==> config.mk <==
export PLATFORM = sky130hd
export DESIGN_NAME = pcpl_ctrl
export DESIGN_NICKNAME = d
export VERILOG_FILES = /design/src/hdl/pcpl_pkg.sv /design/src/hdl/pcpl_ctrl.sv
export SDC_FILE = /design/constraint.sdc
export NUM_CORES = 1
export LEC_CHECK = 0
export BUFFER_PORTS_ARGS = -buffer_cell sky130_fd_sc_hd__buf_2
export CAP_MARGIN = 15
export CORE_AREA = 2 2 39 41
export DETAILED_ROUTE_END_ITERATION = 7
export DIE_AREA = 0 0 41 43
export PLACE_DENSITY = 0.78
export SKIP_LAST_GASP = 1
export SYNTH_ARGS = -nofsm -noshare
export SYNTH_HDL_FRONTEND = slang
export SYNTH_SLANG_ARGS = --single-unit
==> constraint.sdc <==
create_clock -name clk -period 1.5 [get_ports clk]
set_clock_uncertainty 0.1 [all_clocks]
set_input_delay 0.075 -clock clk [delete_from_list [all_inputs] [get_ports clk]]
set_output_delay 0.075 -clock clk [all_outputs]
set_load 0.005 [all_outputs]
==> src/hdl/pcpl_pkg.sv <==
// ----------------------------------------------------------------------------
// pcpl_pkg
// Shared constants, register indexes and controller-to-datapath command types
// for the phase current Clarke/Park/low-pass block.
// ----------------------------------------------------------------------------
package pcpl_pkg;

  // default parameter values
  localparam int ADC_BITS_DEF         = 12;
  localparam int SINE_TABLE_DEPTH_DEF = 256;
  localparam int CURRENT_WIDTH_DEF    = 16;

  // fixed field widths
  localparam int ANGLE_W    = 16;
  localparam int OUT_W      = 16;
  localparam int BIAS_W     = 12;
  localparam int SCALE_W    = 16;
  localparam int CFG_IDX_W  = 8;
  localparam int CFG_DATA_W = 16;

  // register indexes
  localparam logic [CFG_IDX_W-1:0] REG_BIAS_COUNTS    = 8'd0;
  localparam logic [CFG_IDX_W-1:0] REG_AMPS_PER_COUNT = 8'd1;

  // register reset values
  localparam logic [BIAS_W-1:0]  BIAS_RESET  = 12'd2048;
  localparam logic [SCALE_W-1:0] SCALE_RESET = 16'd256;

  // Q15 constants
  localparam int COEF_W = 17;
  localparam logic signed [COEF_W-1:0] INV_SQRT3_Q15     = 17'sd18919;
  localparam logic signed [COEF_W-1:0] TWO_INV_SQRT3_Q15 = 17'sd37837;
  localparam logic signed [COEF_W-1:0] LPF_OLD_Q15       = 17'sd29491;
  localparam logic signed [COEF_W-1:0] LPF_NEW_Q15       = 17'sd3277;

  // multiplier a-operand select
  localparam logic [3:0] A_DIFF_A = 4'd0;
  localparam logic [3:0] A_DIFF_B = 4'd1;
  localparam logic [3:0] A_IA     = 4'd2;
  localparam logic [3:0] A_IB     = 4'd3;
  localparam logic [3:0] A_BETA   = 4'd4;
  localparam logic [3:0] A_D      = 4'd5;
  localparam logic [3:0] A_Q      = 4'd6;
  localparam logic [3:0] A_FD     = 4'd7;
  localparam logic [3:0] A_FQ     = 4'd8;

  // multiplier b-operand select
  localparam logic [2:0] B_SCALE  = 3'd0;
  localparam logic [2:0] B_INV    = 3'd1;
  localparam logic [2:0] B_TWOINV = 3'd2;
  localparam logic [2:0] B_COS    = 3'd3;
  localparam logic [2:0] B_SIN    = 3'd4;
  localparam logic [2:0] B_OLD    = 3'd5;
  localparam logic [2:0] B_NEW    = 3'd6;

  // accumulator operation
  localparam logic [1:0] ACC_LOAD     = 2'd0;
  localparam logic [1:0] ACC_LOAD_RND = 2'd1;
  localparam logic [1:0] ACC_ADD      = 2'd2;
  localparam logic [1:0] ACC_SUB      = 2'd3;

  // write-back destination
  localparam logic [2:0] WB_NONE = 3'd0;
  localparam logic [2:0] WB_IA   = 3'd1;
  localparam logic [2:0] WB_IB   = 3'd2;
  localparam logic [2:0] WB_BETA = 3'd3;
  localparam logic [2:0] WB_D    = 3'd4;
  localparam logic [2:0] WB_Q    = 3'd5;
  localparam logic [2:0] WB_FD   = 3'd6;
  localparam logic [2:0] WB_FQ   = 3'd7;

  // one multiply-accumulate step
  typedef struct packed {
    logic       issue;
    logic [3:0] a_sel;
    logic [2:0] b_sel;
    logic [1:0] acc_op;
    logic [2:0] wb_dst;
  } pcpl_op_t;

  // controller commands
  typedef struct packed {
    logic     capture;
    logic     load_out;
    pcpl_op_t op;
  } pcpl_cmd_t;

  // configuration write
  typedef struct packed {
    logic                  we;
    logic [CFG_IDX_W-1:0]  index;
    logic [CFG_DATA_W-1:0] data;
  } pcpl_cfg_wr_t;

endpackage

==> src/hdl/pcpl_ctrl.sv <==
// ----------------------------------------------------------------------------
// pcpl_ctrl
// Sequencer: accepts a beat, walks the twelve multiply-accumulate steps and
// hands the result to the output register.
// ----------------------------------------------------------------------------
module pcpl_ctrl
  import pcpl_pkg::*;
(
  input  logic      clk,
  input  logic      rst_n,
  input  logic      in_valid,
  output logic      in_ready,
  output logic      out_valid,
  input  logic      out_ready,
  output pcpl_cmd_t cmd
);

  localparam logic [1:0] S_IDLE = 2'd0;
  localparam logic [1:0] S_RUN  = 2'd1;
  localparam logic [1:0] S_DONE = 2'd2;

  localparam logic [3:0] LAST_STEP = 4'd12;

  logic [1:0] state_r, state_nxt;
  logic [3:0] step_r, step_nxt;
  logic       out_valid_r, out_valid_nxt;
  pcpl_op_t   op;

  assign in_ready  = (state_r == S_IDLE);
  assign out_valid = out_valid_r;

  // state, step and output valid
  always_comb begin
    state_nxt     = state_r;
    step_nxt      = step_r;
    out_valid_nxt = out_valid_r;
    cmd.capture   = 1'b0;
    cmd.load_out  = 1'b0;
    cmd.op        = op;
    if (out_valid_r && out_ready) begin
      out_valid_nxt = 1'b0;
    end
    case (state_r)
      S_IDLE: begin
        if (in_valid) begin
          cmd.capture = 1'b1;
          step_nxt    = 4'd0;
          state_nxt   = S_RUN;
        end
      end
      S_RUN: begin
        step_nxt = step_r + 4'd1;
        if (step_r == LAST_STEP) begin
          state_nxt = S_DONE;
        end
      end
      S_DONE: begin
        if (!out_valid_r || out_ready) begin
          cmd.load_out  = 1'b1;
          out_valid_nxt = 1'b1;
          state_nxt     = S_IDLE;
        end
      end
      default: begin
        state_nxt = S_IDLE;
      end
    endcase
  end

  // step program
  always_comb begin
    op.issue  = (state_r == S_RUN);
    op.a_sel  = A_IA;
    op.b_sel  = B_SCALE;
    op.acc_op = ACC_LOAD;
    op.wb_dst = WB_NONE;
    case (step_r)
      4'd0: begin
        op.a_sel = A_DIFF_A; op.b_sel = B_SCALE;
        op.acc_op = ACC_LOAD; op.wb_dst = WB_IA;
      end
      4'd1: begin
        op.a_sel = A_DIFF_B; op.b_sel = B_SCALE;
        op.acc_op = ACC_LOAD; op.wb_dst = WB_IB;
      end
      4'd2: begin
        op.a_sel = A_IA; op.b_sel = B_INV; op.acc_op = ACC_LOAD_RND;
      end
      4'd3: begin
        op.a_sel = A_IB; op.b_sel = B_TWOINV;
        op.acc_op = ACC_ADD; op.wb_dst = WB_BETA;
      end
      4'd4: begin
        op.a_sel = A_IA; op.b_sel = B_COS; op.acc_op = ACC_LOAD_RND;
      end
      4'd5: begin
        op.a_sel = A_BETA; op.b_sel = B_SIN;
        op.acc_op = ACC_ADD; op.wb_dst = WB_D;
      end
      4'd6: begin
        op.a_sel = A_BETA; op.b_sel = B_COS; op.acc_op = ACC_LOAD_RND;
      end
      4'd7: begin
        op.a_sel = A_IA; op.b_sel = B_SIN;
        op.acc_op = ACC_SUB; op.wb_dst = WB_Q;
      end
      4'd8: begin
        op.a_sel = A_FD; op.b_sel = B_OLD; op.acc_op = ACC_LOAD_RND;
      end
      4'd9: begin
        op.a_sel = A_D; op.b_sel = B_NEW;
        op.acc_op = ACC_ADD; op.wb_dst = WB_FD;
      end
      4'd10: begin
        op.a_sel = A_FQ; op.b_sel = B_OLD; op.acc_op = ACC_LOAD_RND;
      end
      4'd11: begin
        op.a_sel = A_Q; op.b_sel = B_NEW;
        op.acc_op = ACC_ADD; op.wb_dst = WB_FQ;
      end
      default: begin
        // last step only drains the pipeline
        op.issue = 1'b0;
      end
    endcase
  end

  // registers
  always_ff @(posedge clk) begin
    if (!rst_n) begin
      state_r     <= S_IDLE;
      step_r      <= 4'd0;
      out_valid_r <= 1'b0;
    end else begin
      state_r     <= state_nxt;
      step_r      <= step_nxt;
      out_valid_r <= out_valid_nxt;
    end
  end

endmodule

=== Word level (Yosys, flattened, before mapping) ===
Index checks and enable logic that the tools add are counted.

* Flip-flop bits (word level): 7
* Word-level logic and storage cells: 46
* Bits of input ports: 4
* Output and inout bits: 17

* Equality and inequality tests: 17
* Reduce and logical (&&, ||, !) cells: 9
* Muxes and demuxes: 16
* $add $sub $neg: 1

{| class="wikitable"
|+ Operators by type and width
! cell !! count
|-
| one-hot mux 9 bit (12 select lines) || 1
|-
| one-hot mux 3 bit (7 select lines) || 1
|-
| equality test 4 bit, second input constant || 5
|-
| equality test 4 x 3 -> 1 bit, second input constant || 4
|-
| OR reduction 12 bit || 1
|-
| equality test 4 x 2 -> 1 bit, second input constant || 2
|-
| two-way mux 1 bit || 8
|-
| one-hot mux 4 bit (2 select lines) || 1
|-
| two-way mux 2 bit || 3
|-
| inequality test 2 bit, second input constant || 3
|-
| one-hot mux 2 bit (3 select lines) || 1
|-
| adder 4 x 1 -> 4 bit, second input constant || 1
|-
| equality test 4 x 1 -> 1 bit, second input constant || 1
|-
| zero test 4 bit || 1
|-
| two-way mux 4 bit || 1
|-
| AND reduction 3 bit || 1
|-
| equality test 2 x 1 -> 1 bit, second input constant || 1
|-
| equality test 2 bit, second input constant || 1
|-
| zero test 2 bit || 1
|-
| AND reduction 2 bit || 1
|-
| nonzero test 2 bit || 1
|-
| logical AND 1 bit || 1
|-
| zero test 1 bit || 1
|-
| logical OR 1 bit || 1
|}

=== Logic depth before layout (Yosys ltp) ===
* Depth in word-level cells: 4
* Gate-level depth with buffers: 5
* Depth with buffers taken out: 5

=== Worst setup path before layout ===
OpenSTA, ideal clock, no wires.

* Kind: register to output
* Start point: register step_r[0]
* End point: output cmd[3] (netlist bit)
* Stages on the path, launching flop included: 6
* Data required time: 1.325 ns
* Path buffers: 0
* Arrival: 1.139 ns
* Slack: 0.186 ns
* Cell sequence: dfxtp_1 inv_1 ha_1 o21ai_0 a22oi_1 a21o_1

{| class="wikitable"
|+ RTL lines
! item !! line !! source
|-
| start, declared || pcpl_ctrl.sv:25 || <nowiki>logic [3:0] step_r, step_nxt;</nowiki>
|-
| start signal, assigned || pcpl_ctrl.sv:136 || <nowiki>step_r <= step_nxt;</nowiki>
|-
| end, declared || pcpl_ctrl.sv:15 || <nowiki>output pcpl_cmd_t cmd</nowiki>
|}

==> out/metrics.cfg <==
[placement]
dp.cells = 111
place_ws_ns = -0.0206
hpwlAfterDp_um = 997
portBuffers = 20
globalplace.congestion = 0.745

[routing]
vias_per_cell = 5.35
drt_iter0_drc = 12
ant_nets = 0
dr.pass1.iters = 4
route.detailed.drc = 0
wirelength_mm = 1.46
num_vias = 637
avgRoutedWirePerCell_um = 12.2

[power_and_ir_drop]
ir_drop_mv = 0.414
leakagePower_nw = 0.402
p_per_area_nw_per_um2 = 540

[clocking]
cts_buffers = 3
clkLatencyLatePin_ns = 0.25
htreeDepth = 1
cts_hold_buffers = 0
clk_pin_slew_ns = 0.05
cts_root_buffer = clkbuf_4
cts_tree = yes
cts.sinks = 7
cts_buffer_depth = 2

[worst_setup_path]
setup.worst_path.end_class = primary output
arrival_ns = 1.36
crit_fanout = 8
r2r_end = step_r[3]
reg2regPathDepth = 4
required_ns = 1.32
critPathKind = register to primary output
worst_setup_path_start_kind = register
regToRegSetupSlack_ns = 0.15
reg2reg_from = step_r[0]

[sta]
hold_viol = 0
rsz0062_at_grt = yes
maxSlewViolCount = 0
setup_viol = 6
fin_ws_ns = -0.0372
worst_pin_slew_ns = 0.374
period_needed_ns = 1.54
fmax_ghz = 0.651
tns_ns = -0.0972
period_share = 1.02
max-slew-margin-rel = 0.750

[synthesis]
synth_cell_type_count = 30
synth_area_leaders = dfxtp_1, ha_1, nor2b_1
synth_top_cell_by_area = dfxtp_1
avgSynthCellArea_um2 = 7.69
netlist.area_leader.share = 0.243
ys_warn_count = 0
synth_cells = 75
syn_nets = 84
ys_ff_latch = 7
syn_area_um2 = 577
seq_area_frac_synth = 0.243

[min_path]
holdPathStages = 2
min_to = step_r[1]
hold_class = input port to register
holdCritStartpoint = rst_n

[die]
start_util = 0.417
dieArea_um2 = 1760
core_um2 = 1380
die_w_um = 41
die_y_um = 43
num_io_pins = 21
rows = 14

[run_status]
outcome = finished, violations left
violations = negative setup slack

[global_route]
grt_use_total = 0.183
grt_overflow = 0
grt_max_degree = 10
antenna_found_initial = 0
grt_pass1_vias = 534
grt_pass1_wl_mm = 2.21

[finish]
final_cells = 119
syn_to_final_growth_pct = 53.4
drive_above_1_share = 0.505
fin_nets = 113
antenna_cells = 0

[flow_run]
maxCapViolCount = 0

==> worst max-delay path by stage <==
| stage | start | to | slack, ns | depth (start not counted) |
|---|---|---|---|---|
| final | step_r[1] | cmd[9] | -0.04 | 4 |
| after global routing | step_r[1] | cmd[3] | -0.1 | 6 |
| after CTS | step_r[0] | cmd[9] | -0.02 | 5 |
| after detailed placement | step_r[0] | cmd[3] | -0.02 | 6 |
| after global placement | step_r[0] | cmd[9] | 0.05 | 6 |
| after floorplan | step_r[0] | cmd[3] | 0.19 | 5 |
==> registers in the layout (all words and copies together), names as in the netlist <==
register   cells
step_r         4
out_valid      1
state_r        2
==> critical path: stages (launching register included) <==
cell and delay (ns):
dfxtp_4 0.41, inv_4 0.06, ha_4 0.19, o32a_1 0.32, buf_2 0.12
==> layout by cell type, fill, tap and decap left out, types with 3 or more instances in the layout <==
cell type   n
o21ai_0     4
nor2b_1     4
nor2_1      3
dfxtp_1     3
buf_2      20
nand2b_1    3
clkbuf_4    3
nand2_1     5
inv_1       3
buf_4       7
ha_4        5
==> cell families (layout without fill, tap and decap cells) <==
group | Yosys count | after routing | share of synthesized area
AOI/OAI and AO/OA | 22 | 22 | 0.249
adders and majority gates | 5 | 5 | 0.108
buffers and inverters | 9 | 37 | 0.0716
DFF | 7 | 7 | 0.243
muxes | 2 | 2 | 0.0347
and+or+nand+nor | 30 | 30 | 0.293
==> final cells by class <==
type,instances,area (um^2)
clock buffers,4,26.3
fillers,119,499
inverters,5,23.8
multi-input cells,59,500
flip-flops and latches,7,150
well taps,16,20.0
repair buffers,28,164
==> report_power, final <==
group          internal, mW  leakage [nW]  switching (mW)
clock                 0.102        0.0150          0.0700
combinational        0.0558         0.328          0.0477
sequential            0.190        0.0591          0.0124
total                 0.347         0.402           0.130
==> what timing repair did <==
item	CTS	global route
setup buffers	2	2
endpoints found under the setup margin	12	9
pin swaps	3	6
resized for setup	21	14
==> cells in the mapped netlist <==
library cell,count
dfxtp_1,7
o21ai_0,7
nor2b_1,6
ha_1,5
inv_1,5
nand2_1,5
nor2_1,4
buf_2,3
nand2b_1,3
a21boi_0,2
a21oi_1,2
a22oi_1,2
and2_1,2
mux2i_1,2
nand3_1,2
nand4_1,2
nor3_1,2
o22ai_1,2
a211oi_1,1
a21boi_1,1
a21o_1,1
a31oi_1,1
and3_1,1
buf_4,1
nand3_2,1
nor4bb_1,1
o21ba_2,1
o21bai_1,1
o32a_1,1
or4_1,1
==> per-layer routing <==
metal	up-vias	routed length, um	GRT usage
met5	-	0	0
met3	4	88	0.0262
met4	0	17	0.113
met1	292	598	0.214
li1	320	-	-
met2	21	750	0.294
==> stage by stage <==
step | power (mW) | cell area (um^2) | util | hold slack [ns]
floorplan | 0.249 | 577 | - | 0.0967
global placement | 0.274 | 704 | 0.509 | 0.287
detailed placement | 0.277 | 704 | 0.509 | 0.292
CTS | 0.468 | 813 | 0.588 | 0.0224
global route | 0.507 | 885 | 0.639 | 0.0328
finish | 0.478 | 885 | 0.639 | 0.0308
Power figures use the tool's default switching activity.
